File: config.mk
export PLATFORM = sky130hd
export DESIGN_NAME = efp_div_cell
export DESIGN_NICKNAME = d
export VERILOG_FILES = /design/src/assert_macros.svh /design/src/efp_pkg.sv /design/src/efp_div_cell.sv
export SDC_FILE = /design/constraint.sdc
export NUM_CORES = 1
export LEC_CHECK = 0
export ABC_AREA = 1
export BUFFER_PORTS_ARGS = -buffer_cell sky130_fd_sc_hd__buf_2
export CAP_MARGIN = 20
export CORE_AREA = 2 2 259 261
export DETAILED_ROUTE_END_ITERATION = 6
export DIE_AREA = 0 0 261 263
export PLACE_DENSITY = 0.46
export SETUP_SLACK_MARGIN = 0.1
export SKIP_LAST_GASP = 1
export SYNTH_ARGS = -nofsm -noshare
export SYNTH_HDL_FRONTEND = slang
export SYNTH_SLANG_ARGS = --single-unit
File: constraint.sdc
create_clock -name clk -period 0.8 [get_ports clk]
set_input_delay 0.08 -clock clk [delete_from_list [all_inputs] [get_ports clk]]
set_output_delay 0.08 -clock clk [all_outputs]
set_load 0.01 [all_outputs]
File: src/assert_macros.svh
// ----------------------------------------------------------------------------
// assert_macros.svh
// Concurrent assertion wrappers, empty when SYNTHESIS is defined.
// ----------------------------------------------------------------------------
`ifndef ASSERT_MACROS_SVH
`define ASSERT_MACROS_SVH
`ifndef SYNTHESIS
`define EFP_ASSERT(lbl, clk, rstn, prop, msg) \
    lbl: assert property (@(posedge clk) disable iff (!rstn) prop) else $error(msg);
`define EFP_ASSERT_NEXT(lbl, clk, rstn, ante, cons, msg) \
    lbl: assert property (@(posedge clk) disable iff (!rstn) (ante) |=> (cons)) \
        else $error(msg);
`else
`define EFP_ASSERT(lbl, clk, rstn, prop, msg)
`define EFP_ASSERT_NEXT(lbl, clk, rstn, ante, cons, msg)
`endif
`endif

File: src/efp_pkg.sv
// ----------------------------------------------------------------------------
// efp_pkg
// Shared widths, register codes, constants and helpers of the fisheye projector.
// ----------------------------------------------------------------------------
package efp_pkg;

    localparam int RAY_WIDTH_DEF  = 24;
    localparam int ANGLE_ITER_DEF = 20;

    localparam int CFG_W   = 24;
    localparam int IDX_W   = 2;
    localparam int OUT_W   = 28;
    localparam int MAG_W   = 32;   // |component| for rays up to 32 bits
    localparam int EXT_W   = 33;   // sign-extended component
    localparam int SQ_W    = 64;
    localparam int ROOT_STEPS = 32;
    localparam int ZK_W    = 41;
    localparam int CORD_W  = 44;
    localparam int ACC_W   = 34;
    localparam int THETA_W = 32;
    localparam int PROD_W  = 56;
    localparam int R8_W    = 27;
    localparam int NUM_W   = 60;
    localparam int QB      = 26;   // quotient bits, offset magnitude < 2^26
    localparam int REM_W   = 32;
    localparam int K_W     = 6;
    localparam int BL_W    = 7;
    localparam int SUM_W   = 29;

    typedef enum logic [IDX_W-1:0] {
        REG_CENTRE_X     = 2'd0,
        REG_CENTRE_Y     = 2'd1,
        REG_RADIAL_SCALE = 2'd2
    } cfg_reg_t;

    localparam logic [CFG_W-1:0] CENTRE_X_RST     = 24'd81920;
    localparam logic [CFG_W-1:0] CENTRE_Y_RST     = 24'd61440;
    localparam logic [CFG_W-1:0] RADIAL_SCALE_RST = 24'd65536;

    localparam logic signed [ACC_W-1:0] HALF_PI_Q30 = 34'sd1686629713;
    localparam logic [THETA_W-1:0]      PI_Q30      = 32'd3373259426;

    typedef struct packed {
        logic             on_axis;
        logic             sx;
        logic             sy;
        logic [MAG_W-1:0] mx;
        logic [MAG_W-1:0] my;
    } side_t;

    // atan(2^-i) in Q2.30
    function automatic logic [THETA_W-1:0] atan_entry(input int i);
        logic [THETA_W-1:0] r;
        begin
            case (i)
                0:  r = 32'd843314857;
                1:  r = 32'd497837829;
                2:  r = 32'd263043837;
                3:  r = 32'd133525159;
                4:  r = 32'd67021687;
                5:  r = 32'd33543516;
                6:  r = 32'd16775851;
                7:  r = 32'd8388437;
                8:  r = 32'd4194283;
                9:  r = 32'd2097149;
                10: r = 32'd1048576;
                default: r = (i <= 30) ? (32'd1 << (30 - i)) : 32'd0;
            endcase
            return r;
        end
    endfunction

    function automatic logic [BL_W-1:0] bit_len64(input logic [SQ_W-1:0] v);
        logic [BL_W-1:0] n;
        begin
            n = '0;
            for (int i = 0; i < SQ_W; i++)
            begin
                if (v[i])
                    n = BL_W'(i + 1);
            end
            return n;
        end
    endfunction

endpackage

File: src/efp_div_cell.sv
// ----------------------------------------------------------------------------
// efp_div_cell
// One restoring quotient bit for both the u and v lanes.
// ----------------------------------------------------------------------------
module efp_div_cell import efp_pkg::*; #(
    parameter int IDX = 0
) (
    input  logic              clk,
    input  logic              rst_n,
    input  logic              adv,
    input  logic              vin,
    input  logic [MAG_W-1:0]  den_in,
    input  logic [NUM_W-1:0]  nu_in,
    input  logic [NUM_W-1:0]  nv_in,
    input  logic [REM_W-1:0]  ru_in,
    input  logic [REM_W-1:0]  rv_in,
    input  logic [QB-1:0]     qu_in,
    input  logic [QB-1:0]     qv_in,
    input  side_t             side_in,
    output logic              vout,
    output logic [MAG_W-1:0]  den_out,
    output logic [NUM_W-1:0]  nu_out,
    output logic [NUM_W-1:0]  nv_out,
    output logic [REM_W-1:0]  ru_out,
    output logic [REM_W-1:0]  rv_out,
    output logic [QB-1:0]     qu_out,
    output logic [QB-1:0]     qv_out,
    output side_t             side_out
);

    localparam int POS = QB - 1 - IDX;

    logic             vld_reg;
    logic [MAG_W-1:0] den_reg;
    logic [NUM_W-1:0] nu_reg, nv_reg;
    logic [REM_W-1:0] ru_reg, ru_next, rv_reg, rv_next;
    logic [QB-1:0]    qu_reg, qu_next, qv_reg, qv_next;
    logic [REM_W:0]   tu, tv, dext;
    side_t            side_reg;

    always_comb
    begin
        dext = {1'b0, den_in};
        tu   = {ru_in, nu_in[POS]};
        tv   = {rv_in, nv_in[POS]};
        if (tu >= dext)
        begin
            ru_next = REM_W'(tu - dext);
            qu_next = {qu_in[QB-2:0], 1'b1};
        end
        else
        begin
            ru_next = REM_W'(tu);
            qu_next = {qu_in[QB-2:0], 1'b0};
        end
        if (tv >= dext)
        begin
            rv_next = REM_W'(tv - dext);
            qv_next = {qv_in[QB-2:0], 1'b1};
        end
        else
        begin
            rv_next = REM_W'(tv);
            qv_next = {qv_in[QB-2:0], 1'b0};
        end
    end

    always_ff @(posedge clk or negedge rst_n)
    begin
        if (!rst_n)
            vld_reg <= 1'b0;
        else if (adv)
            vld_reg <= vin;
    end

    always_ff @(posedge clk)
    begin
        if (adv)
        begin
            den_reg  <= den_in;
            nu_reg   <= nu_in;
            nv_reg   <= nv_in;
            ru_reg   <= ru_next;
            rv_reg   <= rv_next;
            qu_reg   <= qu_next;
            qv_reg   <= qv_next;
            side_reg <= side_in;
        end
    end

    assign vout     = vld_reg;
    assign den_out  = den_reg;
    assign nu_out   = nu_reg;
    assign nv_out   = nv_reg;
    assign ru_out   = ru_reg;
    assign rv_out   = rv_reg;
    assign qu_out   = qu_reg;
    assign qv_out   = qv_reg;
    assign side_out = side_reg;

endmodule

Yosys cells after proc, flatten, opt, wreduce, memory -nomap -nowiden
Index checks and enable logic that the tools add are counted.
{ "classes": {"n_addsub": 2, "magnitude_cmp": 2, "muxes": 4} }
{ "op_table": {"columns": ["op", "n"], "rows": [
  [">= comparator 33 x 32 -> 1 bit", 2],
  ["two-way mux 32 bit", 2],
  ["subtractor 32 bit", 2],
  ["two-way mux 1 bit", 2]
]} }
{ "word_totals": {"register_bits": 336, "input_bits": 339, "output_inout_bits": 336} }

Longest topological paths before layout
{ "logic_depth": {"word_depth": 2, "ltp_mapped": 16} }

Least setup slack after synthesis
OpenSTA, ideal clock, no wires.
{ "synth_timing": {"path_type": "input to register", "startpoint": "input port den_in[2]", "endpoint": "register rv_reg[22], in the netlist rv_out[22], data pin", "setup_time_ps": 252, "t_arrival_ps": 1457, "t_required_ps": 548, "setup_slack_ps": -910, "stages": 16, "cell_sequence": "inv_1 -> ha_1 -> buf_2 -> nand2_1 -> nand2_1 -> nand2_1 -> nand3b_4 -> nand2_2 -> nand2_4 -> nand2_2 -> nand2_2 -> nand2_4 -> nand2_8 -> buf_8 -> nand2_1 -> nand2_1"} }
{ "synth_between": {"elab_chain_len": 2} }
{ "synth_rtl": {"columns": ["item", "line_no", "source"], "rows": [
  ["start, declared", "efp_div_cell.sv:12", "input logic [MAG_W-1:0] den_in,"],
  ["subtractor 32 bit or >= comparator 33 x 32 -> 1 bit (tied branches)", "efp_div_cell.sv:58, efp_div_cell.sv:56", null],
  ["two-way mux 32 bit (*)", "efp_div_cell.sv:56", "if (tv >= dext)"],
  ["named net rv_next[22]", "efp_div_cell.sv:36", "logic [REM_W-1:0] ru_reg, ru_next, rv_reg, rv_next;"],
  ["end signal, assigned", "efp_div_cell.sv:84", "rv_reg <= rv_next;"],
  ["end, declared", "efp_div_cell.sv:36", null]
]} }
Mark *: on every way through the listed nets, which the timed path passes. The rest lies on a longest branch.
A chain may end at the register's enable or synchronous reset.

Worst setup path in the final report
{ "layout_timing": {"startpoint": "input port den_in[17]", "endpoint": "register ru_reg[25], in the netlist ru_out[25], data pin"} }
{ "layout_between": {"elab_chain_len": 2} }
{ "layout_rtl": {"columns": ["item", "line_no", "source"], "rows": [
  ["subtractor 32 bit or >= comparator 33 x 32 -> 1 bit (tied branches)", "efp_div_cell.sv:48, efp_div_cell.sv:46", null],
  ["two-way mux 32 bit (*)", "efp_div_cell.sv:46", "if (tu >= dext)"],
  ["named net ru_next[25]", "efp_div_cell.sv:36", null],
  ["end signal, assigned", "efp_div_cell.sv:83", "ru_reg <= ru_next;"],
  ["end, declared", "efp_div_cell.sv:36", null]
]} }
Marks and branches as above.

==> metrics.txt <==
most frequent cells in the layout=buf_2, nand2_1, edfxtp_1; Yosys top cell area share=61.9%; Mapped Avg Cell Area=9.97 µm²; total CTS buffers=41; Die X=261 µm; Top Ports=675; port bufs=672; reg-to-reg critical path startpoint=vout$_DFFE_PN0P_; num rows=94; Longest Clk Path Bufs=3; crit-path most repeated cell=nor2_4; DRT iter0 DRCs=1010; die area=68600 µm²; clk slew on worst S/H paths=50 ps; Hold Crit Depth=4; P_leak=0.0141 µW; setup slack after placement=-1610 ps; final max-slew violation count=0; Max Freq=667 MHz; All-Layer GR Usage=20.1%; Worst-Margin Slew=381 ps; period utilisation layout=187%; commonest non-fill, non-tap cell in the layout=buf_2; Max-cap violations=0; Setup Skew=0 ps; DRT Wirelength=72700 µm; CP Cell Sequence=buf_8 -> clkinvlp_4 -> buf_12 -> ha_4 -> nand2_4 -> nor2_4 -> inv_2 -> nor2_4 -> nand2_2 -> nor2_4 -> nor2_4 -> buf_6 -> clkbuf_16 -> nand3_1 -> nand2_2; sequential area share after synthesis=62.0%; initial antenna violation count=4; Post-synth EDFFs=335; Net Count, Synth=2036; CP max stage cell=ha_4; max incr delay on CP=290 ps; initial core utilization=24.8%; Post-Syn Area=16300 µm²; Slew headroom=74.6%; drc violations=0; Core Util, Final=45.4%; TritonCTS clock tree=built; synth unique cells=33; Hold Fails Final Rpt=0; layout cells sized above 1=45.3%; DR vias/cell=4.26; Wirelength per Cell=18.8 µm; HPWL after detailed placement=55000 µm; Root Buffer=clkbuf_16; setup violators final=437; Synth area leader=edfxtp_1; synthesized instance count=1631; ranking of synthesized cells by area=edfxtp_1, nand2_1, inv_1; worst reg-to-reg setup slack=-110 ps; first-pass GRT wire length=104000 µm; top_reg_cell synth=edfxtp_1; gpl congestion=0.917; outcome=complete, but fails checks; RSZ-0062 raised after global routing=yes; clk sinks=336; R2R cell count=2; Worst Setup Path Type=in -> reg; height of the die=263 µm; reg-to-reg endpoint=vout$_DFFE_PN0P_; hold path start=ru_in[16]; Antenna Nets Post-Route=0; Crit path required time=1120 ps; yosys synthesis warning count=0; final worst slack=-699 ps; P&R area growth vs syn=83.1%; htree depth=2; vias in the first global route=17300; DRT Pass-1 Iters=5; Core ar.=65600 µm²; pin count of the biggest net entering global routing=31; Max Fanout on Critical Path=7; Clk Latency, worst-skew pair=570 ps; vias=16400; final net count=3366; critical path data arrival time=1820 ps; # fillers=6246; Final min period=1500 ps; Hold Path End=ru_out[17]$_DFFE_PP_; post-synthesis async set-or-reset flop share=0.298%; post-synthesis register bit count=336; gr ovfl total=0; maximum VDD drop=0.00126 V; hold crit path type=in -> reg; CP Launch Type=input pin; PwrDens=1840 nW/µm²; Setup crit end kind=register; failing checks=negative setup slack
[logic make-up (layout without fill, tap and decap cells)]
| group | Yosys count | count (layout) | synth area share, % |
|---|---|---|---|
| AOI/OAI and AO/OA | 44 | 44 | 1.42 |
| xor gates and xnor gates | 28 | 28 | 1.51 |
| adders and majority gates | 66 | 66 | 5.17 |
| buffers and inverters | 301 | 1657 | 7.40 |
| DFF | 336 | 336 | 62.0 |
| muxes | 1 | 1 | 0.0693 |
| other | 0 | 3 | 0 |
| and+or+nand+nor | 855 | 858 | 22.4 |
[cell type report]
type / count / area [µm²] / area share [%]
Antenna cell: 3 / 7.51 / 0.0252
Sequential cell: 336 / 10100 / 33.9
Inverter: 282 / 1100 / 3.70
Multi-Input combinational cell: 997 / 6530 / 21.9
Clock buffer: 48 / 1090 / 3.67
Tap cell: 864 / 1080 / 3.63
Clock inverter: 24 / 234 / 0.786
Timing Repair Buffer: 1303 / 9630 / 32.4
[per-stage QoR]
step                hold WS (ps)  setup TNS (ps)  area (µm²)  std cells  total power, µW
global placement            -145         -129630       23000       3400            33100
floorplan                   -216          -56320       16600       1631            26900
finish                      35.0         -170700       29800       3857            54600
global route                1.69         -192080       29800       3857            57200
detailed placement          -140         -132260       23000       3400            33200
CTS                         1.58         -179420       29100       3846            54700
[worst max-delay path by stage]
stage / end / slack, ps / start
after CTS: ru_out[1]$_DFFE_PP_ / -670 / den_in[17]
final: ru_out[25]$_DFFE_PP_ / -700 / den_in[17]
after global routing: ru_out[0]$_DFFE_PP_ / -770 / den_in[1]
after global placement: rv_out[23]$_DFFE_PP_ / -1580 / den_in[21]
after detailed placement: rv_out[15]$_DFFE_PP_ / -1610 / den_in[21]
after floorplan: rv_out[24]$_DFFE_PP_ / -870 / den_in[3]
[power breakdown]
| part | total [µW] | internal, µW | switching (µW) |
|---|---|---|---|
| logic | 14300 | 6830 | 7470 |
| registers | 21800 | 21300 | 499 |
| clock network | 18500 | 10800 | 7710 |
[synth_stat cells (3+ instances only)]
cell / count
nand3_2: 12
a21oi_1: 37
nor3_1: 15
nand2_1: 583
nand2_4: 3
xor2_1: 26
nand4_1: 4
buf_2: 13
inv_2: 11
nor2_1: 82
o21ai_0: 3
nand3_1: 117
o21bai_1: 3
inv_1: 271
nand2_2: 7
ha_1: 64
nor2_2: 5
edfxtp_1: 335
buf_8: 3
and2_1: 9
nand3b_1: 12
buf_6: 3
[repair_timing]
action	CTS	global route
endpoints found under the setup margin	403	446
buffers inserted	32	6
pin swaps	50	31
resized for setup	244	120
hold buffers	334	0
hold endpoints to repair	349	0
cloned	8	3
[worst max-delay path, delay by kind of cell]
kind / cells / cell delay, ps
adders and majority gates: 1 / 290
and+or+nand+nor: 8 / 680
buffers and inverters: 6 / 750
[sequential cells by signal, indices dropped and copies added (netlist names)]
register  flops
side_out     67
qu_out       26
qv_out       26
nu_out       60
den_out      32
rv_out       32
ru_out       32
vout          1
nv_out       60
[per-layer routing]
layer | global-route usage (%) | routed length, µm
met1 | 22.6 | 28300
met2 | 38.1 | 38100
met3 | 3.32 | 3850
met4 | 6.82 | 2490
met5 | 0 | 12
Power figures use the tool's default switching activity.
