[config.mk]
export PLATFORM = sky130hd
export DESIGN_NAME = efp_cordic_cell
export DESIGN_NICKNAME = d
export VERILOG_FILES = /design/src/assert_macros.svh /design/src/efp_pkg.sv /design/src/efp_cordic_cell.sv
export SDC_FILE = /design/constraint.sdc
export NUM_CORES = 1
export LEC_CHECK = 0
export ABC_CLOCK_PERIOD_IN_PS = 1870
export BUFFER_PORTS_ARGS = -buffer_cell sky130_fd_sc_hd__buf_2
export CAP_MARGIN = 10
export CORE_MARGIN = 2
export CORE_UTILIZATION = 37
export DETAILED_ROUTE_END_ITERATION = 12
export PLACE_DENSITY = 0.69
export SETUP_SLACK_MARGIN = 0.5
export SKIP_LAST_GASP = 1
export SLEW_MARGIN = 25
export SYNTH_ARGS = -nofsm -noshare
export SYNTH_HDL_FRONTEND = slang
export SYNTH_SLANG_ARGS = --single-unit
[constraint.sdc]
create_clock -name clk -period 1.87 [get_ports clk]
set_input_delay 0.0935 -clock clk [delete_from_list [all_inputs] [get_ports clk]]
set_output_delay 0.0935 -clock clk [all_outputs]
set_load 0.005 [all_outputs]
[src/assert_macros.svh]
// ----------------------------------------------------------------------------
// assert_macros.svh
// Concurrent assertion wrappers, empty when SYNTHESIS is defined.
// ----------------------------------------------------------------------------
`ifndef ASSERT_MACROS_SVH
`define ASSERT_MACROS_SVH
`ifndef SYNTHESIS
`define EFP_ASSERT(lbl, clk, rstn, prop, msg) \
    lbl: assert property (@(posedge clk) disable iff (!rstn) prop) else $error(msg);
`define EFP_ASSERT_NEXT(lbl, clk, rstn, ante, cons, msg) \
    lbl: assert property (@(posedge clk) disable iff (!rstn) (ante) |=> (cons)) \
        else $error(msg);
`else
`define EFP_ASSERT(lbl, clk, rstn, prop, msg)
`define EFP_ASSERT_NEXT(lbl, clk, rstn, ante, cons, msg)
`endif
`endif

[src/efp_pkg.sv]
// ----------------------------------------------------------------------------
// efp_pkg
// Shared widths, register codes, constants and helpers of the fisheye projector.
// ----------------------------------------------------------------------------
package efp_pkg;

    localparam int RAY_WIDTH_DEF  = 24;
    localparam int ANGLE_ITER_DEF = 20;

    localparam int CFG_W   = 24;
    localparam int IDX_W   = 2;
    localparam int OUT_W   = 28;
    localparam int MAG_W   = 32;   // |component| for rays up to 32 bits
    localparam int EXT_W   = 33;   // sign-extended component
    localparam int SQ_W    = 64;
    localparam int ROOT_STEPS = 32;
    localparam int ZK_W    = 41;
    localparam int CORD_W  = 44;
    localparam int ACC_W   = 34;
    localparam int THETA_W = 32;
    localparam int PROD_W  = 56;
    localparam int R8_W    = 27;
    localparam int NUM_W   = 60;
    localparam int QB      = 26;   // quotient bits, offset magnitude < 2^26
    localparam int REM_W   = 32;
    localparam int K_W     = 6;
    localparam int BL_W    = 7;
    localparam int SUM_W   = 29;

    typedef enum logic [IDX_W-1:0] {
        REG_CENTRE_X     = 2'd0,
        REG_CENTRE_Y     = 2'd1,
        REG_RADIAL_SCALE = 2'd2
    } cfg_reg_t;

    localparam logic [CFG_W-1:0] CENTRE_X_RST     = 24'd81920;
    localparam logic [CFG_W-1:0] CENTRE_Y_RST     = 24'd61440;
    localparam logic [CFG_W-1:0] RADIAL_SCALE_RST = 24'd65536;

    localparam logic signed [ACC_W-1:0] HALF_PI_Q30 = 34'sd1686629713;
    localparam logic [THETA_W-1:0]      PI_Q30      = 32'd3373259426;

    typedef struct packed {
        logic             on_axis;
        logic             sx;
        logic             sy;
        logic [MAG_W-1:0] mx;
        logic [MAG_W-1:0] my;
    } side_t;

    // atan(2^-i) in Q2.30
    function automatic logic [THETA_W-1:0] atan_entry(input int i);
        logic [THETA_W-1:0] r;
        begin
            case (i)
                0:  r = 32'd843314857;
                1:  r = 32'd497837829;
                2:  r = 32'd263043837;
                3:  r = 32'd133525159;
                4:  r = 32'd67021687;
                5:  r = 32'd33543516;
                6:  r = 32'd16775851;
                7:  r = 32'd8388437;
                8:  r = 32'd4194283;
                9:  r = 32'd2097149;
                10: r = 32'd1048576;
                default: r = (i <= 30) ? (32'd1 << (30 - i)) : 32'd0;
            endcase
            return r;
        end
    endfunction

    function automatic logic [BL_W-1:0] bit_len64(input logic [SQ_W-1:0] v);
        logic [BL_W-1:0] n;
        begin
            n = '0;
            for (int i = 0; i < SQ_W; i++)
            begin
                if (v[i])
                    n = BL_W'(i + 1);
            end
            return n;
        end
    endfunction

endpackage

[src/efp_cordic_cell.sv]
// ----------------------------------------------------------------------------
// efp_cordic_cell
// One CORDIC vectoring micro-rotation accumulating the off-axis angle.
// ----------------------------------------------------------------------------
module efp_cordic_cell import efp_pkg::*; #(
    parameter int IDX = 0
) (
    input  logic                     clk,
    input  logic                     rst_n,
    input  logic                     adv,
    input  logic                     vin,
    input  logic signed [CORD_W-1:0] x_in,
    input  logic signed [CORD_W-1:0] y_in,
    input  logic signed [ACC_W-1:0]  acc_in,
    input  logic [MAG_W-1:0]         rho_in,
    input  side_t                    side_in,
    output logic                     vout,
    output logic signed [CORD_W-1:0] x_out,
    output logic signed [CORD_W-1:0] y_out,
    output logic signed [ACC_W-1:0]  acc_out,
    output logic [MAG_W-1:0]         rho_out,
    output side_t                    side_out
);

    localparam logic signed [ACC_W-1:0] ANG = $signed({2'b00, atan_entry(IDX)});

    logic                     vld_reg;
    logic signed [CORD_W-1:0] x_reg, x_next, y_reg, y_next, dx, dy;
    logic signed [ACC_W-1:0]  acc_reg, acc_next;
    logic [MAG_W-1:0]         rho_reg;
    side_t                    side_reg;

    always_comb
    begin
        dx = y_in >>> IDX;
        dy = x_in >>> IDX;
        if (!y_in[CORD_W-1])
        begin
            x_next   = x_in + dx;
            y_next   = y_in - dy;
            acc_next = acc_in + ANG;
        end
        else
        begin
            x_next   = x_in - dx;
            y_next   = y_in + dy;
            acc_next = acc_in - ANG;
        end
    end

    always_ff @(posedge clk or negedge rst_n)
    begin
        if (!rst_n)
            vld_reg <= 1'b0;
        else if (adv)
            vld_reg <= vin;
    end

    always_ff @(posedge clk)
    begin
        if (adv)
        begin
            x_reg    <= x_next;
            y_reg    <= y_next;
            acc_reg  <= acc_next;
            rho_reg  <= rho_in;
            side_reg <= side_in;
        end
    end

    assign vout     = vld_reg;
    assign x_out    = x_reg;
    assign y_out    = y_reg;
    assign acc_out  = acc_reg;
    assign rho_out  = rho_reg;
    assign side_out = side_reg;

endmodule

# After elaboration in Yosys (flattened, before gate mapping)
# Cells that the tools add are included.
# totals
register_bits	222
latch_bits	0
ramBits	0
rom_bits	0
output_inout_bits	222
wordCells	18
n_memories	0
# classes
n_addsub	5
n_mul	0
div	0
n_lt_le_gt_ge	0
n_eq_ne	0
shift	0
muxes	3
bitwise	0
reduce_logical	0
# ops
cell	n
44-bit 2-to-1 mux	2
44-bit subtractor	2
44-bit adder	1
34-bit by 31-bit adder with 34-bit output, second input constant	1
34-bit 2-to-1 mux	1
34-bit by 31-bit subtractor with 34-bit output, second input constant	1

# Longest topological paths before layout
# Gate-level depths: netlist (run 1).
# logic_depth
word_depth	2
mapped_depth	15

# Worst setup path after synthesis (run 1)
# OpenSTA, ideal clock, no wires.
# synth_timing
path_type	input -> register
from	input y_in[43]
to	register acc_reg[28] (netlist: acc_out[28]), data pin
arrival_ns	3.603
path_slack_ns	-2.007
cell_stages	14
path_buffers	3
cell_sequence	clkbuf_1 > inv_1 > clkbuf_1 > clkbuf_1 > ha_1 > a21o_1 > a21o_1 > a221o_1 > a2111oi_2 > nor2_1 > a211o_1 > o31ai_1 > mux2i_1 > o2111ai_1
# synth_between
elab_chain_cells	1
# synth_lines
element	line_no	source
from (decl)	efp_cordic_cell.sv:13	input logic signed [CORD_W-1:0] y_in,
34-bit 2-to-1 mux	efp_cordic_cell.sv:37	if (!y_in[CORD_W-1])
via acc_next[28]	efp_cordic_cell.sv:29	logic signed [ACC_W-1:0] acc_reg, acc_next;
to (signal assigned)	efp_cordic_cell.sv:65	acc_reg <= acc_next;
to (decl)	efp_cordic_cell.sv:29	
# The timed path passes the listed nets, and every way through them passes these cells.
# A chain may end at the register's enable or synchronous reset.

# Worst setup path in the final report (run 1)
# layout_timing
from	input x_in[13]
to	register y_reg[41] (netlist: y_out[41]), data pin
# layout_between
elab_chain_cells	2
word_cells_on_any_way	3
classes_between	2 x add/sub; 1 x mux
# layout_lines
element	line_no	source
from (decl)	efp_cordic_cell.sv:12	input logic signed [CORD_W-1:0] x_in,
44-bit subtractor / 44-bit adder (equally long branches)	efp_cordic_cell.sv:40, efp_cordic_cell.sv:46	
44-bit 2-to-1 mux *	efp_cordic_cell.sv:37	
via y_next[41]	efp_cordic_cell.sv:28	logic signed [CORD_W-1:0] x_reg, x_next, y_reg, y_next, dx, dy;
to (signal assigned)	efp_cordic_cell.sv:64	y_reg <= y_next;
to (decl)	efp_cordic_cell.sv:28	
# Mark *: on every way through the listed nets, which the timed path passes. The rest lies on a longest branch.

==> metrics, run 1 <==
Critical Path Slowest Stage Cell or3_4; Worst VDD drop 0.699 mV; unrepaired setup endpoints after global routing true; most frequent cells in the layout 610 x buf_4, 422 x buf_2, 220 x edfxtp_1, 120 x a21oi_1, 114 x ha_1; crit-path max FO 4; total gr overflow 0; Area Growth Syn to Fin 77.2%; DRT antenna net count 0; largest net degree at the start of global routing 58; WP data required 2.18 ns; Layout Utilization 0.664; HPWL after DPL 56,800 um; Layout Skew 0 ns; Synth Warn # 0; WL per Instance 21.1 um; final worst slack -0.470 ns; clk buf depth 3; Top Ports 447; Hold Vio Cnt, Final 0; run status finished with violations; failing checks negative setup slack; # DRC 0; Mapped Nets 2,128; CTS tree built; Synth Register Bits 221; initial drt markers 1,442; vias post-DR 19.0k; critical path capture point type flip-flop; Synth async-reset ratio 0.00452; core area 0.0442 mm2; Root Driver clkbuf_16; pwr dens 688 mW/mm2; setup violators final 81; Detailed Route WL 75,100 um; nets 3,328; CTS Buf Count 26; number of synthesized flops with an enable pin 220; Synth Cell Area 0.0166 mm2; Final GP Congestion 0.981; Final period util 1.25; Initial Utilization 0.375; via/cell ratio 5.34; Die ar. 0.0465 mm2; Max-cap violations 0; synth top area cells edfxtp_1 40%, ha_1 12%, a21oi_1 5.7%; Lkg Pwr 13.2 nW; most common cell after layout, fill and taps aside buf_4; PortBufs 446; vias in the first global route 19.1k; Post-Syn Area per Cell 9.53 um2; CP Cell Sequence buf_8 > inv_4 > ha_4 > or3b_4 > a311oi_2 > o211a_1 > or3_4 > buf_6 > o211ai_4 > nand3_2 > o211ai_1 > a21oi_2 > xnor2_1; sequential fraction of the synthesis area 0.400; achievable clock frequency 427 MHz; gr usage total 0.307; CP startpoint kind input pin; post-synth cell types 85; Die X-Extent 216 um; initial antenna violation count 5; Skew-Pair Late Insertion Delay 0.55 ns; row count 77; H-tree Lvls 1; first-pass GRT wire length 110,000 um; Filler Cell Count 3,389; Yosys top cell by area edfxtp_1; die extent in y 216 um; worst slew pin tran 0.920 ns; hold crit path type in2reg; slew margin rel. 0.387; Final Max Slew Viols 0; CP peak stage delay 0.41 ns; drt pass-1 iters 5; clock-pin slew on the worst setup and hold paths 0.06 ns; post-synth top area share 0.399; layout cell share with drive strength beyond 1 0.519; hold slack 0.0388 ns; main flop type after synthesis edfxtp_1; Crit path arrival time 2.65 ns; Syn Inst Count 1,738; Crit Path Category in2reg; min cycle time layout 2.34 ns; clock sink count 221
## final timing paths
check	cells past startpoint	from	endpoint	slack [ns]
max	13	x_in[13]	y_out[41]	-0.47
min	3	y_in[10]	x_out[10]	0.04
max reg2reg	1	vout	vout	1.09
min reg2reg	1	vout	vout	0.55
max in group asynchronous	3	rst_n	vout	1.36
min in group asynchronous	3	rst_n	vout	0.40
## flip-flops by register name, summed over array words and instances, names as in the netlist
signal    flops
rho_out      32
acc_out      34
y_out        43
vout          1
side_out     67
x_out        44
## per-stage QoR
step                      power, mW  cells  instance area, um2  TNS (ns)  setup slack (ns)
after floorplan                9.68   1738               17600    -37.46             -1.11
after global placement         13.3   3306               24600    -81.02             -1.13
after detailed placement       13.3   3306               24600    -84.79             -1.18
after CTS                      19.7   3522               28600    -15.92            -0.424
after global routing           21.0   3553               29400    -27.84            -0.566
final                          20.2   3553               29400    -21.89            -0.470
## metal layers
layer / vias to the layer above / GRT usage / share of wire
li1: 8797 / - / -
met1: 9151 / 0.370 / 0.39
met2: 827 / 0.536 / 0.49
met3: 201 / 0.0405 / 0.061
met4: 2 / 0.155 / 0.060
met5: - / 0 / 0.00020
## layout make-up
cell class | count | area [um2] | share of cell area
inverter | 141 | 593 | 0.0202
timing repair buffer | 1239 | 9020 | 0.307
clock inverter | 14 | 199 | 0.00677
antenna | 4 | 10.0 | 0.000341
sequential | 221 | 6630 | 0.226
clock buffer | 33 | 677 | 0.0230
multi-input combinational | 1309 | 11500 | 0.391
tap | 592 | 741 | 0.0252
## synthesized netlist by cell type (all sizes together), types with 4 or more instances
cell type and instances:
a211o 11, a2bb2oi 4, inv 139, ha 161, xnor2 89, nor4 13
nand3 20, edfxtp 220, nand2 101, o211a 4, fa 4, buf 21
and3 13, xor2 22, nand2b 18, o21a 14, nor2b 25, a2111oi 7
nand4 28, a31oi 17, o211ai 19, nor2 134, a211oi 18, o21ai 114
a21oi 192, or3 11, and2 6, o21bai 39, nor3 31, a21o 52
mux2i 25, o31ai 18, a311oi 5, or2 12, clkbuf 46, a21boi 9
o221ai 4, a221oi 11
## cell families (layout without fill, tap and decap cells)
group	count (synthesis)	after routing	synth area share
XOR/XNOR	111	111	0.0587
adder cells (fa/ha/maj)	165	165	0.126
other	0	4	0
AO/OA/AOI/OAI	581	581	0.226
AND/OR/NAND/NOR	426	426	0.124
buffers and inverters	208	1427	0.0484
multiplexers	26	26	0.0158
flip-flops	221	221	0.400
## worst max-delay path: cells and delay by family
kind	cells	cell delay (ns)
compound gates	5	1.08
buf+inv	3	0.29
xor+xnor	1	0.17
simple gates	3	0.83
fa+ha+maj	1	0.19
## what timing repair did
item	CTS	global route
pin swaps	171	116
setup endpoints to repair	105	106
endpoints found under the hold margin	143	0
hold buffers	108	0
gates resized for setup	319	126
buffers inserted	61	27
## power breakdown
group	internal [mW]	switching, mW	leakage (nW)
Combinational	4.16	4.13	10.6
Sequential	6.29	0.257	2.16
Clock	3.13	2.22	0.412
Total	13.6	6.61	13.2
Power figures use the tool's default switching activity.
==> inputs of run 2 (changes only) <==
Settings changed: TNS_END_PERCENT set to 1.
==> run 2 against run 1 <==
Effect of this change:
- the flow still finishes with violations (negative setup slack)
- cell area fell by 8.8%
- first-iteration DRC count rose by 8.7%
- non-clock buffer count fell by 68
- die area did not move
- total power fell by 7.0%
- clock power fell by 4%
- register-to-register slack barely moved
- clock skew did not move
- critical endpoint is now x_out[27]
- highest routed layer is now met4
==> metrics, run 2 (same netlist as run 1, synthesis figures left out) <==
Top Ports 447 (unchanged); critical path capture point type flip-flop; Die X-Extent 216 um (unchanged); die extent in y 216 um (unchanged); via/cell ratio 5.30 (-0.70%); worst slew pin tran 0.903 ns (-0.0173 ns); most frequent cells in the layout 604 x buf_4, 437 x buf_2, 220 x edfxtp_1, 176 x a21oi_1, 136 x ha_1; H-tree Lvls 1 (unchanged); Lkg Pwr 12.4 nW (-5.8%); Root Driver clkbuf_16; hold path start acc_in[2]; worst hold stages 4 (+1); Final period util 1.26 (+0.0110); CP peak stage delay 0.40 ns (about the same); failing checks negative setup slack; initial drt markers 1,567 (+8.7%); row count 77 (unchanged); # DRC 0 (unchanged); layout cell share with drive strength beyond 1 0.427 (-0.0922); WL per Instance 20.2 um (-4.5%); HPWL after DPL 55,600 um (-2.0%); hold crit path type in2reg; vias post-DR 18.5k (-2.7%); PortBufs 446 (unchanged); Hold EP acc_out[3]; Power Total 18.8 mW (-7.0%); clk buf depth 3 (unchanged); r2r setup slk 1.09 ns (about the same); unrepaired setup endpoints after global routing true; initial antenna violation count 1 (-4); final worst slack -0.491 ns (-0.0205 ns); pwr dens 701 mW/mm2 (+2.0%); Die ar. 0.0465 mm2 (unchanged); run status finished with violations; total gr overflow 0 (unchanged); WP data required 2.16 ns (-0.02 ns); slew margin rel. 0.398 (+0.0115); gr usage total 0.289 (-0.0179); Layout Skew 0 ns (unchanged); DRT antenna net count 0 (unchanged); Crit path arrival time 2.65 ns (about the same); core area 0.0442 mm2 (unchanged); Hold Vio Cnt, Final 0 (unchanged); Area Growth Syn to Fin 61.6%; clock-pin slew on the worst setup and hold paths 0.05 ns (about the same); Crit Path Category in2reg; dpl ws -1.71 ns (-0.538 ns); Detailed Route WL 70,200 um (-6.5%); Final Max Slew Viols 0 (unchanged); most common cell after layout, fill and taps aside buf_4; FF-to-FF End vout; Initial Utilization 0.375 (unchanged); Worst R2R Path Depth 1 (unchanged); Max-cap violations 0 (unchanged); crit-path max FO 4 (unchanged); first-pass GRT wire length 104,000 um (-5.2%); Final GP Congestion 0.991 (+1.0%); achievable clock frequency 424 MHz (-0.87%); CP startpoint kind input pin; CTS Buf Count 27 (+3.8%); nets 3,261 (-2.0%); Layout Utilization 0.605 (-0.0587); vias in the first global route 18.7k (-2.0%); clock sink count 221 (unchanged); Worst VDD drop 0.677 mV (-3.1%); CTS tree built; Skew-Pair Late Insertion Delay 0.52 ns (-0.03 ns); setup violators final 82 (+1.2%); CP Cell Sequence buf_2 > inv_1 > ha_1 > nor2_2 > a311oi_2 > o211a_1 > or3_4 > buf_4 > o211ai_4 > nand2_1 > buf_4 > a21oi_1 > a21oi_1 > xor2_1; max reg flops 67 (unchanged); Critical Path Slowest Stage Cell or3_4; min cycle time layout 2.36 ns (+0.0205 ns); Reg2Reg Launch Point vout; largest net degree at the start of global routing 75 (+29%); drt pass-1 iters 5 (unchanged)
==> run 2: power breakdown <==
group	total [mW]	leakage [nW]	switching, mW	internal (mW)
Combinational	7.08	9.87	3.61	3.47
Sequential	6.53	2.16	0.243	6.29
Clock	5.16	0.409	2.12	3.05
==> run 2: worst max path at each step <==
stage,start,end
3_3_place_gp,x_in[0],y_out[40]
6_report,x_in[15],x_out[27]
3_5_place_dp,x_in[0],y_out[40]
2_1_floorplan,y_in[43],acc_out[28]
4_1_cts,x_in[1],y_out[43]
5_1_grt,x_in[0],x_out[38]
==> run 2: final cells by class <==
| type | count | area, um2 |
|---|---|---|
| clock buffers | 33 | 698 |
| fillers | 3695 | 17400 |
| flip-flops and latches | 221 | 6630 |
| clock inverters | 13 | 149 |
| multi-input cells | 1309 | 9900 |
| diodes | 1 | 2.50 |
| well taps | 592 | 741 |
| inverters | 141 | 539 |
| repair buffers | 1171 | 8110 |
==> run 2: worst max-delay path, delay by kind of cell <==
family                   cells  cell delay (ns)
AO/OA/AOI/OAI                5             0.85
AND/OR/NAND/NOR              3             0.68
buffers and inverters        4             0.46
adder cells (fa/ha/maj)      1             0.35
XOR/XNOR                     1             0.21
==> run 2: per-stage QoR <==
step           setup TNS (ns)  area (um2)  std cells  hold slack, ns
2_1_floorplan          -46.06       16700       1738          -0.202
3_3_place_gp          -101.88       23900       3305          -0.130
3_5_place_dp          -104.41       23900       3305          -0.120
4_1_cts                -27.41       26500       3472          0.0387
5_1_grt                -37.87       26800       3481           0.102
6_report               -28.12       26800       3481          0.0628
==> run 2: layer usage <==
metal,share of wire,global-route usage,vias up
met5,0,0,-
met3,0.073,0.0430,196
met4,0.059,0.152,0
li1,-,-,8662
met1,0.39,0.346,8716
met2,0.48,0.501,889
==> run 2: what timing repair did <==
| action | 4_1_cts | 5_1_grt |
|---|---|---|
| endpoints found under the hold margin | 127 | 0 |
| gates resized for setup | 121 | 52 |
| endpoints found under the setup margin | 105 | 105 |
| hold buffers | 108 | 0 |
| buffers inserted | 13 | 8 |
| pin swaps | 54 | 35 |
