[config.mk]
export PLATFORM = sky130hd
export DESIGN_NAME = efp_sqrt_cell
export DESIGN_NICKNAME = d
export VERILOG_FILES = /design/src/assert_macros.svh /design/src/efp_pkg.sv /design/src/efp_sqrt_cell.sv
export SDC_FILE = /design/constraint.sdc
export NUM_CORES = 1
export LEC_CHECK = 0
export ABC_AREA = 1
export BUFFER_PORTS_ARGS = -buffer_cell sky130_fd_sc_hd__buf_2
export CAP_MARGIN = 20
export CORE_MARGIN = 2
export CORE_UTILIZATION = 35
export DETAILED_ROUTE_END_ITERATION = 7
export PLACE_DENSITY = 0.67
export SLEW_MARGIN = 5
export SYNTH_ARGS = -nofsm -noshare
export SYNTH_HDL_FRONTEND = slang
export SYNTH_SLANG_ARGS = --single-unit
[constraint.sdc]
create_clock -name clk -period 1.6 [get_ports clk]
set_clock_uncertainty 0.15 [all_clocks]
set_input_delay 0.16 -clock clk [delete_from_list [all_inputs] [get_ports clk]]
set_output_delay 0.16 -clock clk [all_outputs]
set_load 0.02 [all_outputs]
[src/assert_macros.svh]
// ----------------------------------------------------------------------------
// assert_macros.svh
// Concurrent assertion wrappers, empty when SYNTHESIS is defined.
// ----------------------------------------------------------------------------
`ifndef ASSERT_MACROS_SVH
`define ASSERT_MACROS_SVH
`ifndef SYNTHESIS
`define EFP_ASSERT(lbl, clk, rstn, prop, msg) \
    lbl: assert property (@(posedge clk) disable iff (!rstn) prop) else $error(msg);
`define EFP_ASSERT_NEXT(lbl, clk, rstn, ante, cons, msg) \
    lbl: assert property (@(posedge clk) disable iff (!rstn) (ante) |=> (cons)) \
        else $error(msg);
`else
`define EFP_ASSERT(lbl, clk, rstn, prop, msg)
`define EFP_ASSERT_NEXT(lbl, clk, rstn, ante, cons, msg)
`endif
`endif

[src/efp_pkg.sv]
// ----------------------------------------------------------------------------
// efp_pkg
// Shared widths, register codes, constants and helpers of the fisheye projector.
// ----------------------------------------------------------------------------
package efp_pkg;

    localparam int RAY_WIDTH_DEF  = 24;
    localparam int ANGLE_ITER_DEF = 20;

    localparam int CFG_W   = 24;
    localparam int IDX_W   = 2;
    localparam int OUT_W   = 28;
    localparam int MAG_W   = 32;   // |component| for rays up to 32 bits
    localparam int EXT_W   = 33;   // sign-extended component
    localparam int SQ_W    = 64;
    localparam int ROOT_STEPS = 32;
    localparam int ZK_W    = 41;
    localparam int CORD_W  = 44;
    localparam int ACC_W   = 34;
    localparam int THETA_W = 32;
    localparam int PROD_W  = 56;
    localparam int R8_W    = 27;
    localparam int NUM_W   = 60;
    localparam int QB      = 26;   // quotient bits, offset magnitude < 2^26
    localparam int REM_W   = 32;
    localparam int K_W     = 6;
    localparam int BL_W    = 7;
    localparam int SUM_W   = 29;

    typedef enum logic [IDX_W-1:0] {
        REG_CENTRE_X     = 2'd0,
        REG_CENTRE_Y     = 2'd1,
        REG_RADIAL_SCALE = 2'd2
    } cfg_reg_t;

    localparam logic [CFG_W-1:0] CENTRE_X_RST     = 24'd81920;
    localparam logic [CFG_W-1:0] CENTRE_Y_RST     = 24'd61440;
    localparam logic [CFG_W-1:0] RADIAL_SCALE_RST = 24'd65536;

    localparam logic signed [ACC_W-1:0] HALF_PI_Q30 = 34'sd1686629713;
    localparam logic [THETA_W-1:0]      PI_Q30      = 32'd3373259426;

    typedef struct packed {
        logic             on_axis;
        logic             sx;
        logic             sy;
        logic [MAG_W-1:0] mx;
        logic [MAG_W-1:0] my;
    } side_t;

    // atan(2^-i) in Q2.30
    function automatic logic [THETA_W-1:0] atan_entry(input int i);
        logic [THETA_W-1:0] r;
        begin
            case (i)
                0:  r = 32'd843314857;
                1:  r = 32'd497837829;
                2:  r = 32'd263043837;
                3:  r = 32'd133525159;
                4:  r = 32'd67021687;
                5:  r = 32'd33543516;
                6:  r = 32'd16775851;
                7:  r = 32'd8388437;
                8:  r = 32'd4194283;
                9:  r = 32'd2097149;
                10: r = 32'd1048576;
                default: r = (i <= 30) ? (32'd1 << (30 - i)) : 32'd0;
            endcase
            return r;
        end
    endfunction

    function automatic logic [BL_W-1:0] bit_len64(input logic [SQ_W-1:0] v);
        logic [BL_W-1:0] n;
        begin
            n = '0;
            for (int i = 0; i < SQ_W; i++)
            begin
                if (v[i])
                    n = BL_W'(i + 1);
            end
            return n;
        end
    endfunction

endpackage

[src/efp_sqrt_cell.sv]
// ----------------------------------------------------------------------------
// efp_sqrt_cell
// One digit of the integer square root; passes ray data along.
// ----------------------------------------------------------------------------
module efp_sqrt_cell import efp_pkg::*; #(
    parameter int STEP = 0
) (
    input  logic                   clk,
    input  logic                   rst_n,
    input  logic                   adv,
    input  logic                   vin,
    input  logic [SQ_W-1:0]        rem_in,
    input  logic [SQ_W-1:0]        root_in,
    input  logic signed [ZK_W-1:0] zk_in,
    input  side_t                  side_in,
    output logic                   vout,
    output logic [SQ_W-1:0]        rem_out,
    output logic [SQ_W-1:0]        root_out,
    output logic signed [ZK_W-1:0] zk_out,
    output side_t                  side_out
);

    localparam logic [SQ_W-1:0] BIT = 64'd1 << (62 - 2 * STEP);

    logic            vld_reg;
    logic [SQ_W-1:0] rem_reg, rem_next, root_reg, root_next, trial;
    logic signed [ZK_W-1:0] zk_reg;
    side_t           side_reg;

    always_comb
    begin
        trial = root_in + BIT;
        if (rem_in >= trial)
        begin
            rem_next  = rem_in - trial;
            root_next = (root_in >> 1) + BIT;
        end
        else
        begin
            rem_next  = rem_in;
            root_next = root_in >> 1;
        end
    end

    always_ff @(posedge clk or negedge rst_n)
    begin
        if (!rst_n)
            vld_reg <= 1'b0;
        else if (adv)
            vld_reg <= vin;
    end

    always_ff @(posedge clk)
    begin
        if (adv)
        begin
            rem_reg  <= rem_next;
            root_reg <= root_next;
            zk_reg   <= zk_in;
            side_reg <= side_in;
        end
    end

    assign vout     = vld_reg;
    assign rem_out  = rem_reg;
    assign root_out = root_reg;
    assign zk_out   = zk_reg;
    assign side_out = side_reg;

endmodule

-- Yosys cells after proc, flatten, opt, wreduce, memory -nomap -nowiden
Index checks and enable logic that the tools add are counted.
- register bits after elaboration: 237
- bits in latches: 0
- RAM bits: 0
- bits in read-only memories: 0
- input bits: 240
- memories kept: 0
- $add $sub $neg: 3
- $mul: 0
- divide/modulo/power cells: 0
- order comparisons: 1
- equal/unequal tests: 0
- shift-type cells: 0
- mux-type cells: 2
- bitwise logic cells: 0
- reductions and logical operators: 0
- operators with widths (operator ; count):
    $add A63 B63 Y64 const B ; 1
    $add A64 B63 Y64 const B ; 1
    $ge A64 B64 Y1 ; 1
    $mux W64 ; 1
    $sub A64 B64 Y64 ; 1
    $mux W63 ; 1

-- Logic depth before layout (Yosys ltp)
Gate-level depths: netlist of run 1.
- depth in word-level cells: 3
- gate-level depth with buffers: 18
- gate-level depth less buffers: 17

-- Worst setup path after synthesis of run 1
OpenSTA, ideal clock, no wires.
- kind: in2reg
- start point: in rem_in[0]
- end point: reg rem_reg[14], in the netlist rem_out[14], data pin
- data arrival time: 1.865 ns
- data required time: 1.198 ns
- path slack: -0.667 ns
- stages on the path: 18
- path buffers: 1
- path through: inv_1 > ha_1 > fa_1 > inv_1 > nand3_1 > nand2_2 > nand2_2 > nand2_4 > nand2_2 > nand2_2 > nand2_2 > nand3_2 > nand2_4 > nand2_8 > inv_4 > buf_2 > nand2_1 > nand2_1
- word-level cells in the longest chain between the ends: 2
- ends and longest elaborated chain (element ; line ; RTL):
    from (decl) ; efp_sqrt_cell.sv:12 ; input logic [SQ_W-1:0] rem_in,
    $sub A64 B64 Y64 or $ge A64 B64 Y1 (tied branches) ; efp_sqrt_cell.sv:35, efp_sqrt_cell.sv:33 ;
    $mux W64 (*) ; efp_sqrt_cell.sv:33 ; if (rem_in >= trial)
    via rem_next[14] ; efp_sqrt_cell.sv:26 ; logic [SQ_W-1:0] rem_reg, rem_next, root_reg, root_next, trial;
    to (signal assigned) ; efp_sqrt_cell.sv:57 ; rem_reg <= rem_next;
    to (decl) ; efp_sqrt_cell.sv:26 ;
Mark *: on every way through the listed nets, which the timed path passes. The rest lies on a longest branch.
A chain may end at the register's enable or synchronous reset.

-- Worst setup path after layout of run 1
- start point: in root_in[54]
- end point: reg rem_reg[44], in the netlist rem_out[44], data pin
- word-level cells in the longest chain between the ends: 3
- ends and longest elaborated chain (element ; line ; RTL):
    from (decl) ; efp_sqrt_cell.sv:13 ; input logic [SQ_W-1:0] root_in,
    $add A64 B63 Y64 ; efp_sqrt_cell.sv:32 ; trial = root_in + BIT;
    $ge A64 B64 Y1 ; efp_sqrt_cell.sv:33 ;
    $mux W64 ; efp_sqrt_cell.sv:33 ;
    via rem_next[44] ; efp_sqrt_cell.sv:26 ;
The timed path passes the listed nets, and every way through them passes these cells.

==> impl_metrics.py, run 1 <==
metrics = {
    "detailed_routing": {
        "num_vias": 15940,
        "drt-wirelength-per-cell_um": 18.46,
        "drtIter0Drc": 874,
        "firstDrtPassIters": 5,
        "route.detailed.drc": 0,
        "final_antenna_violating_net_count": 0,
        "via_per_inst": 4.590,
        "wirelength_um": 64110,
    },
    "power": {
        "final_total_power_mw": 21.88,
        "static-leakage-power_nw": 12.99,
        "power.density_nw_per_um2": 858.5,
        "max-vdd-ir-drop_uv": 964.2,
    },
    "floorplanning": {
        "die_h_um": 206.3,
        "starting_density_of_the_core_pct": 35.23,
        "io-pin-count": 477,
        "floorplan.die_area_um2": 42550,
        "dieWidth_um": 206.3,
        "core_region_area_um2": 40650,
        "placementRows": 74,
    },
    "setup_path": {
        "path_class": "in -> reg",
        "cpPeakStageDelay_ns": 0.29,
        "cp_num_buf_inv": 4,
        "start_kind": "input pin",
        "endpoint_kind": "flip-flop",
        "cp_data_arrival_time_ns": 2.06,
        "cpLargestDelayFamily": "simple AND/OR/NAND/NOR gates",
        "worst_path_maximum_fanout": 16,
        "cp_cell_sequence": "buf_2, inv_1, ha_4, nand2_2, inv_4, nand2_4, nor3_4, nand2_2, nor3_4, nand2_8, nand2_8, inv_16, nand2_1, nand2_1",
        "worst_ep_required_time_ns": 1.75,
        "critical-path-slowest-cell": "nor3_4",
    },
    "timing": {
        "final_hold_viol_count": 0,
        "fin_crit_sh_pct": 119.4,
        "report.final.setup_viol": 67,
        "finalMaxSlewViolations": 0,
        "fmax_ghz": 0.5234,
        "post-route-worst-setup-slack_ns": -0.3105,
        "grt_setup_unrepaired": "yes",
        "slew-limit-headroom_pct": 72.65,
        "period_needed_ns": 1.911,
        "worstMarginPinSlew_ns": 0.4103,
    },
    "finish": {
        "layout-area-overhead-vs-synth_pct": 78.02,
        "area_taken_by_multi_input_logic_gates_um2": 7348,
        "nets": 3225,
        "final_layout_size_suffix_gt1_share_pct": 43.54,
        "layout.area.seq_um2": 7112,
        "filler_cell_count": 3454,
        "design_area_um2": 25490,
    },
    "logic_synthesis": {
        "yosys_register_bits": 237,
        "post_synth_num_cell_types": 35,
        "yosysSeqAreaShare_pct": 49.66,
        "yosysWarnings": 0,
        "syn-num-nets": 2128,
        "synth_cells": 1823,
        "post_synth_instance_area_um2": 14320,
        "synth.avg_cell_area_um2": 7.855,
    },
    "clock_tree": {
        "cts.htree.levels": 1,
        "worst_skew_pair.late_latency_ns": 0.56,
        "cts-root-to-sink-buffers": 3,
        "tritoncts_clock_tree": "done",
        "clock-root-buffer": "clkbuf_16",
        "tritoncts_sinks": 237,
        "path_clk_slew_ns": 0.06,
        "tritoncts.num_buffers": 26,
    },
    "global_route": {
        "first_pass_grt_wire_length_um": 92330,
        "grt_pass1_vias": 16270,
        "grt_usage_pct": 28.97,
        "overflow": 0,
        "antenna_violations_before_repair": 3,
        "grt_max_degree": 61,
    },
    "flow_run": {
        "cap_viol_max_count": 0,
    },
    "place": {
        "dp_hpwl_um": 45900,
        "count_of_input_and_output_buffers": 476,
        "gp_congestion": 0.9010,
        "dpl_cell_area_um2": 19790,
    },
    "run_status": {
        "run_status": "finished with violations",
        "violated_checks": "setup timing",
    },
    "hold_path": {
        "timing.hold.worst.class": "in -> reg",
    },
}
==> final timing paths <==
check                                 start                     to  slack [ns]  cells past startpoint
setup / recovery                root_in[54]  rem_out[44]$_DFFE_PP_       -0.31                     14
hold / removal                   rem_in[16]  rem_out[16]$_DFFE_PP_        0.05                      5
setup reg to reg           vout$_DFFE_PN0P_       vout$_DFFE_PN0P_        0.16                      2
hold reg to reg            vout$_DFFE_PN0P_       vout$_DFFE_PN0P_        0.90                      2
max in group asynchronous             rst_n       vout$_DFFE_PN0P_        0.85                      3
min in group asynchronous             rst_n       vout$_DFFE_PN0P_        0.34                      3
==> what timing repair did <==
| item | 4_1_cts | 5_1_grt |
|---|---|---|
| pin swaps | 40 | 46 |
| endpoints found under the hold margin | 313 | 52 |
| hold buffers | 241 | 1 |
| setup buffers | 27 | 16 |
| endpoints found under the setup margin | 66 | 67 |
| resized for setup | 278 | 178 |
| gates cloned | 11 | 0 |
==> cell usage after synthesis <==
cell | count | share of area (%)
nand2_1 | 753 | 20
inv_1 | 396 | 10
edfxtp_1 | 236 | 49
nor2_1 | 111 | 2.9
nand3_1 | 79 | 2.8
ha_1 | 64 | 5.6
a21oi_1 | 42 | 1.5
xor2_1 | 30 | 1.8
nand4_1 | 20 | 0.87
nand2_2 | 12 | 0.52
nand3_2 | 11 | 0.77
inv_2 | 10 | 0.26
nor2_2 | 10 | 0.44
nor3_1 | 7 | 0.24
o21ai_0 | 7 | 0.24
buf_4 | 5 | 0.26
buf_2 | 4 | 0.14
a21oi_2 | 2 | 0.12
and2_1 | 2 | 0.087
buf_12 | 2 | 0.28
buf_6 | 2 | 0.16
nand2_4 | 2 | 0.16
nor3_4 | 2 | 0.23
nor4_1 | 2 | 0.087
xnor2_1 | 2 | 0.12
and3_1 | 1 | 0.044
clkinv_1 | 1 | 0.026
dfrtp_1 | 1 | 0.17
fa_1 | 1 | 0.14
inv_4 | 1 | 0.044
mux2_2 | 1 | 0.079
nand2_8 | 1 | 0.14
nor2_4 | 1 | 0.079
nor3_2 | 1 | 0.070
o21ai_1 | 1 | 0.035
==> report_power, final <==
group	internal (mW)	switching, mW
Sequential	7.60	0.187
Clock	3.65	2.61
Combinational	3.37	4.47
==> layout make-up <==
type                            count  area share [%]
Tap cell                          532           2.611
Clock buffer                       33           2.817
Timing Repair inverter              5          0.3632
Timing Repair Buffer             1075           30.71
Clock inverter                     15          0.6184
Multi-Input combinational cell   1167           28.83
Antenna cell                        1        0.009816
Sequential cell                   237           27.90
Inverter                          408           6.145
==> worst reg2reg max path: stages (launching register included) <==
cell and delay (ns):
dfrtp_1 0.37, mux2_2 0.25, dlygate4sd3_1 0.55
==> stage by stage <==
step | hold WS [ns] | utilization (%) | std cells | TNS [ns] | setup WS (ns)
2_1_floorplan | -0.2856 | - | 1823 | -33.97 | -0.5306
3_3_place_gp | -0.2125 | 48.69 | 3133 | -61.25 | -1.060
3_5_place_dp | -0.2112 | 48.69 | 3133 | -62.32 | -1.074
4_1_cts | 0.01551 | 60.96 | 3460 | -13.32 | -0.2412
5_1_grt | 0.06371 | 62.72 | 3473 | -21.20 | -0.3752
6_report | 0.04800 | 62.72 | 3473 | -16.07 | -0.3105
==> state kept, by name, summed over array words and instances, names as in the netlist <==
| register | count |
|---|---|
| vout | 1 |
| root_out | 64 |
| rem_out | 64 |
| zk_out | 41 |
| side_out | 67 |
==> layer usage <==
layer	vias to the layer above	share of wire, %	global-route usage [%]
li1	7821	-	-
met1	7433	42	37.40
met2	571	47	49.08
met3	113	6.9	4.131
met4	4	3.6	10.87
met5	-	0.10	1.190
==> cell usage in the layout, fill, tap and decap left out, types with 4 or more instances in the layout <==
cell type | netlist | routed
edfxtp_1 | 236 | 236
inv_16 | 0 | 4
buf_6 | 2 | 17
nand3_4 | 0 | 7
nand2_8 | 1 | 4
nand4_1 | 20 | 20
nand3_1 | 79 | 54
buf_12 | 2 | 17
nor2_1 | 111 | 69
nand3_2 | 11 | 29
ha_1 | 64 | 5
clkinv_2 | 0 | 7
inv_1 | 396 | 349
o21ai_2 | 0 | 4
dlygate4sd3_1 | 0 | 241
nand2_2 | 12 | 126
nor3_1 | 7 | 4
nor2_2 | 10 | 36
buf_2 | 4 | 465
xor2_1 | 30 | 30
a21oi_1 | 42 | 26
nand2_4 | 2 | 30
a21oi_2 | 2 | 15
clkbuf_16 | 0 | 27
ha_4 | 0 | 59
nor2_4 | 1 | 17
nand2_1 | 753 | 610
buf_4 | 5 | 331
clkbuf_1 | 0 | 4
inv_2 | 10 | 54
==> cells by family (layout without fill, tap and decap cells) <==
family | count (synthesis) | in the layout | synth area share [%]
AND/OR/NAND/NOR | 1015 | 1017 | 29.15
buffers and inverters | 421 | 1536 | 11.55
flip-flops | 237 | 237 | 49.66
adder cells (fa/ha/maj) | 65 | 65 | 5.732
AO/OA/AOI/OAI | 52 | 52 | 1.870
XOR/XNOR | 32 | 32 | 1.957
multiplexers | 1 | 1 | 0.07863
other | 0 | 1 | 0
(Power assumes the default switching activity.)
==> inputs of run 2 (changes only) <==
--- a/config.mk
+++ b/config.mk
@@ -8,10 +8,10 @@
 export ABC_AREA = 1
 export BUFFER_PORTS_ARGS = -buffer_cell sky130_fd_sc_hd__buf_2
 export CAP_MARGIN = 20
-export CORE_MARGIN = 2
-export CORE_UTILIZATION = 35
+export CORE_AREA = 2 2 185 187
 export DETAILED_ROUTE_END_ITERATION = 7
-export PLACE_DENSITY = 0.67
+export DIE_AREA = 0 0 187 189
+export PLACE_DENSITY = 0.78
 export SLEW_MARGIN = 5
 export SYNTH_ARGS = -nofsm -noshare
 export SYNTH_HDL_FRONTEND = slang
==> impl_metrics.py, run 2 (synthesis gave the netlist of run 1 again) <==
metrics = {
    "setup_path": {
        "worst_ep_required_time_ns": 1.74,
        "start_kind": "input pin",
        "reg2reg_depth": 1,
        "path_class": "in -> reg",
        "cp_cell_sequence": "buf_2, inv_2, ha_4, nand2_1, nand2_1, nand2_1, nand2_2, inv_2, nand2_4, a21oi_4, nand3_2, nand2_4, nand2_8, buf_12, buf_12, clkbuf_16, nand2_1, nand2_1",
        "endpoint_kind": "flip-flop",
        "critical-path-slowest-cell": "ha_4",
        "cpPeakStageDelay_ns": 0.24,
        "cp_data_arrival_time_ns": 2.27,
        "most_numerous_cell_on_the_critical_path": "nand2_1",
        "worst_path_maximum_fanout": 8,
    },
    "timing": {
        "fmax_ghz": 0.4690,
        "slew-limit-headroom_pct": 74.88,
        "grt_setup_unrepaired": "yes",
        "final_hold_viol_count": 0,
        "finalMaxSlewViolations": 0,
        "worstMarginPinSlew_ns": 0.3768,
        "report.final.setup_viol": 67,
        "fin_crit_sh_pct": 133.3,
        "post-route-worst-setup-slack_ns": -0.5321,
        "timing.hold.ws_ns": 0.07159,
        "period_needed_ns": 2.132,
    },
    "finish": {
        "stdcell_count": 3390,
        "largest_reg_flops": 67,
        "most_frequent_standard_cell_in_the_layout_excluding_fill_and_tap_cells": "nand2_1",
        "mostFrequentLayoutCells": "nand2_1, buf_2, inv_1",
        "final_layout_size_suffix_gt1_share_pct": 43.27,
        "design_area_um2": 25270,
        "layout-area-overhead-vs-synth_pct": 76.49,
        "filler_cell_count": 2146,
        "nets": 3223,
    },
    "floorplanning": {
        "dieWidth_um": 187,
        "placementRows": 67,
        "core_region_area_um2": 33280,
        "starting_density_of_the_core_pct": 43.03,
        "io-pin-count": 477,
        "floorplan.die_area_um2": 35340,
        "die_h_um": 189,
    },
    "place": {
        "dp_hpwl_um": 46830,
        "count_of_input_and_output_buffers": 476,
        "gp_congestion": 0.9611,
        "pre_cts_ws_ns": -1.195,
        "placed_cells": 3052,
        "dpl_cell_area_um2": 19710,
    },
    "clock_tree": {
        "tritoncts_sinks": 237,
        "path_clk_slew_ns": 0.07,
        "cts-root-to-sink-buffers": 3,
        "worst_skew_pair.late_latency_ns": 0.54,
        "tritoncts.num_buffers": 25,
        "cts.htree.levels": 1,
        "clock-root-buffer": "clkbuf_16",
        "tritoncts_clock_tree": "done",
    },
    "global_route": {
        "grt_pass1_vias": 17370,
        "first_pass_grt_wire_length_um": 104400,
        "overflow": 0,
        "antenna_violations_before_repair": 12,
        "grt_usage_pct": 39.20,
        "grt_max_degree": 67,
    },
    "detailed_routing": {
        "wirelength_um": 76560,
        "firstDrtPassIters": 6,
        "drtIter0Drc": 1949,
        "final_antenna_violating_net_count": 0,
        "route.detailed.drc": 0,
        "num_vias": 17870,
        "drt-wirelength-per-cell_um": 22.58,
        "via_per_inst": 5.272,
    },
    "power": {
        "static-leakage-power_nw": 13.04,
        "power.density_nw_per_um2": 877.0,
        "max-vdd-ir-drop_uv": 806.0,
    },
    "hold_path": {
        "timing.hold.worst.class": "in -> reg",
        "worst_hold_path.num_cells": 5,
    },
    "run_status": {
        "violated_checks": "setup timing",
        "run_status": "finished with violations",
    },
    "flow_run": {
        "cap_viol_max_count": 0,
    },
}
==> run 2: cell types whose count changed in the layout (fill, tap and decap cells not counted), moves of 5 or more <==
| cell | delta |
|---|---|
| nor2_2 | -8 |
| inv_2 | -13 |
| buf_2 | +6 |
| nand2_4 | +9 |
| nor2_4 | +5 |
| nand2_2 | +20 |
| ha_1 | +9 |
| buf_6 | -7 |
| ha_4 | -9 |
| nand3_1 | +6 |
| inv_1 | +15 |
| diode_2 | +6 |
| nand2_1 | -28 |
==> run 2: path summary, 6_finish.rpt <==
check / startpoint / to / slack, ns
setup / recovery: root_in[29] / rem_out[16]$_DFFE_PP_ / -0.53
hold / removal: rem_in[13] / rem_out[13]$_DFFE_PP_ / 0.07
setup reg to reg: vout$_DFFE_PN0P_ / vout$_DFFE_PN0P_ / 0.70
hold reg to reg: vout$_DFFE_PN0P_ / vout$_DFFE_PN0P_ / 0.37
max in group asynchronous: rst_n / vout$_DFFE_PN0P_ / 0.86
min in group asynchronous: rst_n / vout$_DFFE_PN0P_ / 0.34
==> run 2: final cells by class <==
type	instances	area [µm²]	area share, %
Multi-Input combinational cell	1165	7267	28.75
Tap cell	448	560.5	2.218
Timing Repair inverter	4	100.1	0.3961
Timing Repair Buffer	1077	7880	31.18
Sequential cell	237	7112	28.14
Inverter	408	1562	6.179
Clock buffer	31	658.1	2.604
Antenna cell	7	17.52	0.06931
Clock inverter	13	116.4	0.4604
==> run 2: metrics by stage <==
step,power (mW),TNS (ns),util [%]
after floorplan,10.93,-33.97,-
after global placement,13.71,-61.57,59.22
after detailed placement,13.82,-65.12,59.22
after CTS,20.83,-17.07,72.70
after global routing,22.72,-27.59,75.92
final,22.16,-25.62,75.94
==> run 2: repair_timing <==
action,in CTS,in global routing
pin swaps,29,51
hold endpoints to repair,260,1
buffers inserted,23,15
cloned,9,1
resized for setup,210,239
setup endpoints to repair,66,67
hold buffers,239,1
==> run 2: where the power goes <==
group          leakage [nW]  switching (mW)  internal, mW
Sequential             2.32           0.284          7.60
Combinational          10.3            4.92          3.44
Clock                 0.380            2.69          3.23
==> run 2: critical path, delay by kind of cell <==
kind | cells | cell delay [ns]
adders and majority gates | 1 | 0.24
AOI/OAI and AO/OA | 1 | 0.14
and+or+nand+nor | 10 | 0.98
buffers and inverters | 6 | 0.73
==> run 2: metal layers <==
metal / wire (µm) / track usage (%)
met3: 8241 / 7.581
met5: 91 / 0
met4: 5239 / 15.75
met2: 35710 / 67.47
met1: 27280 / 48.58
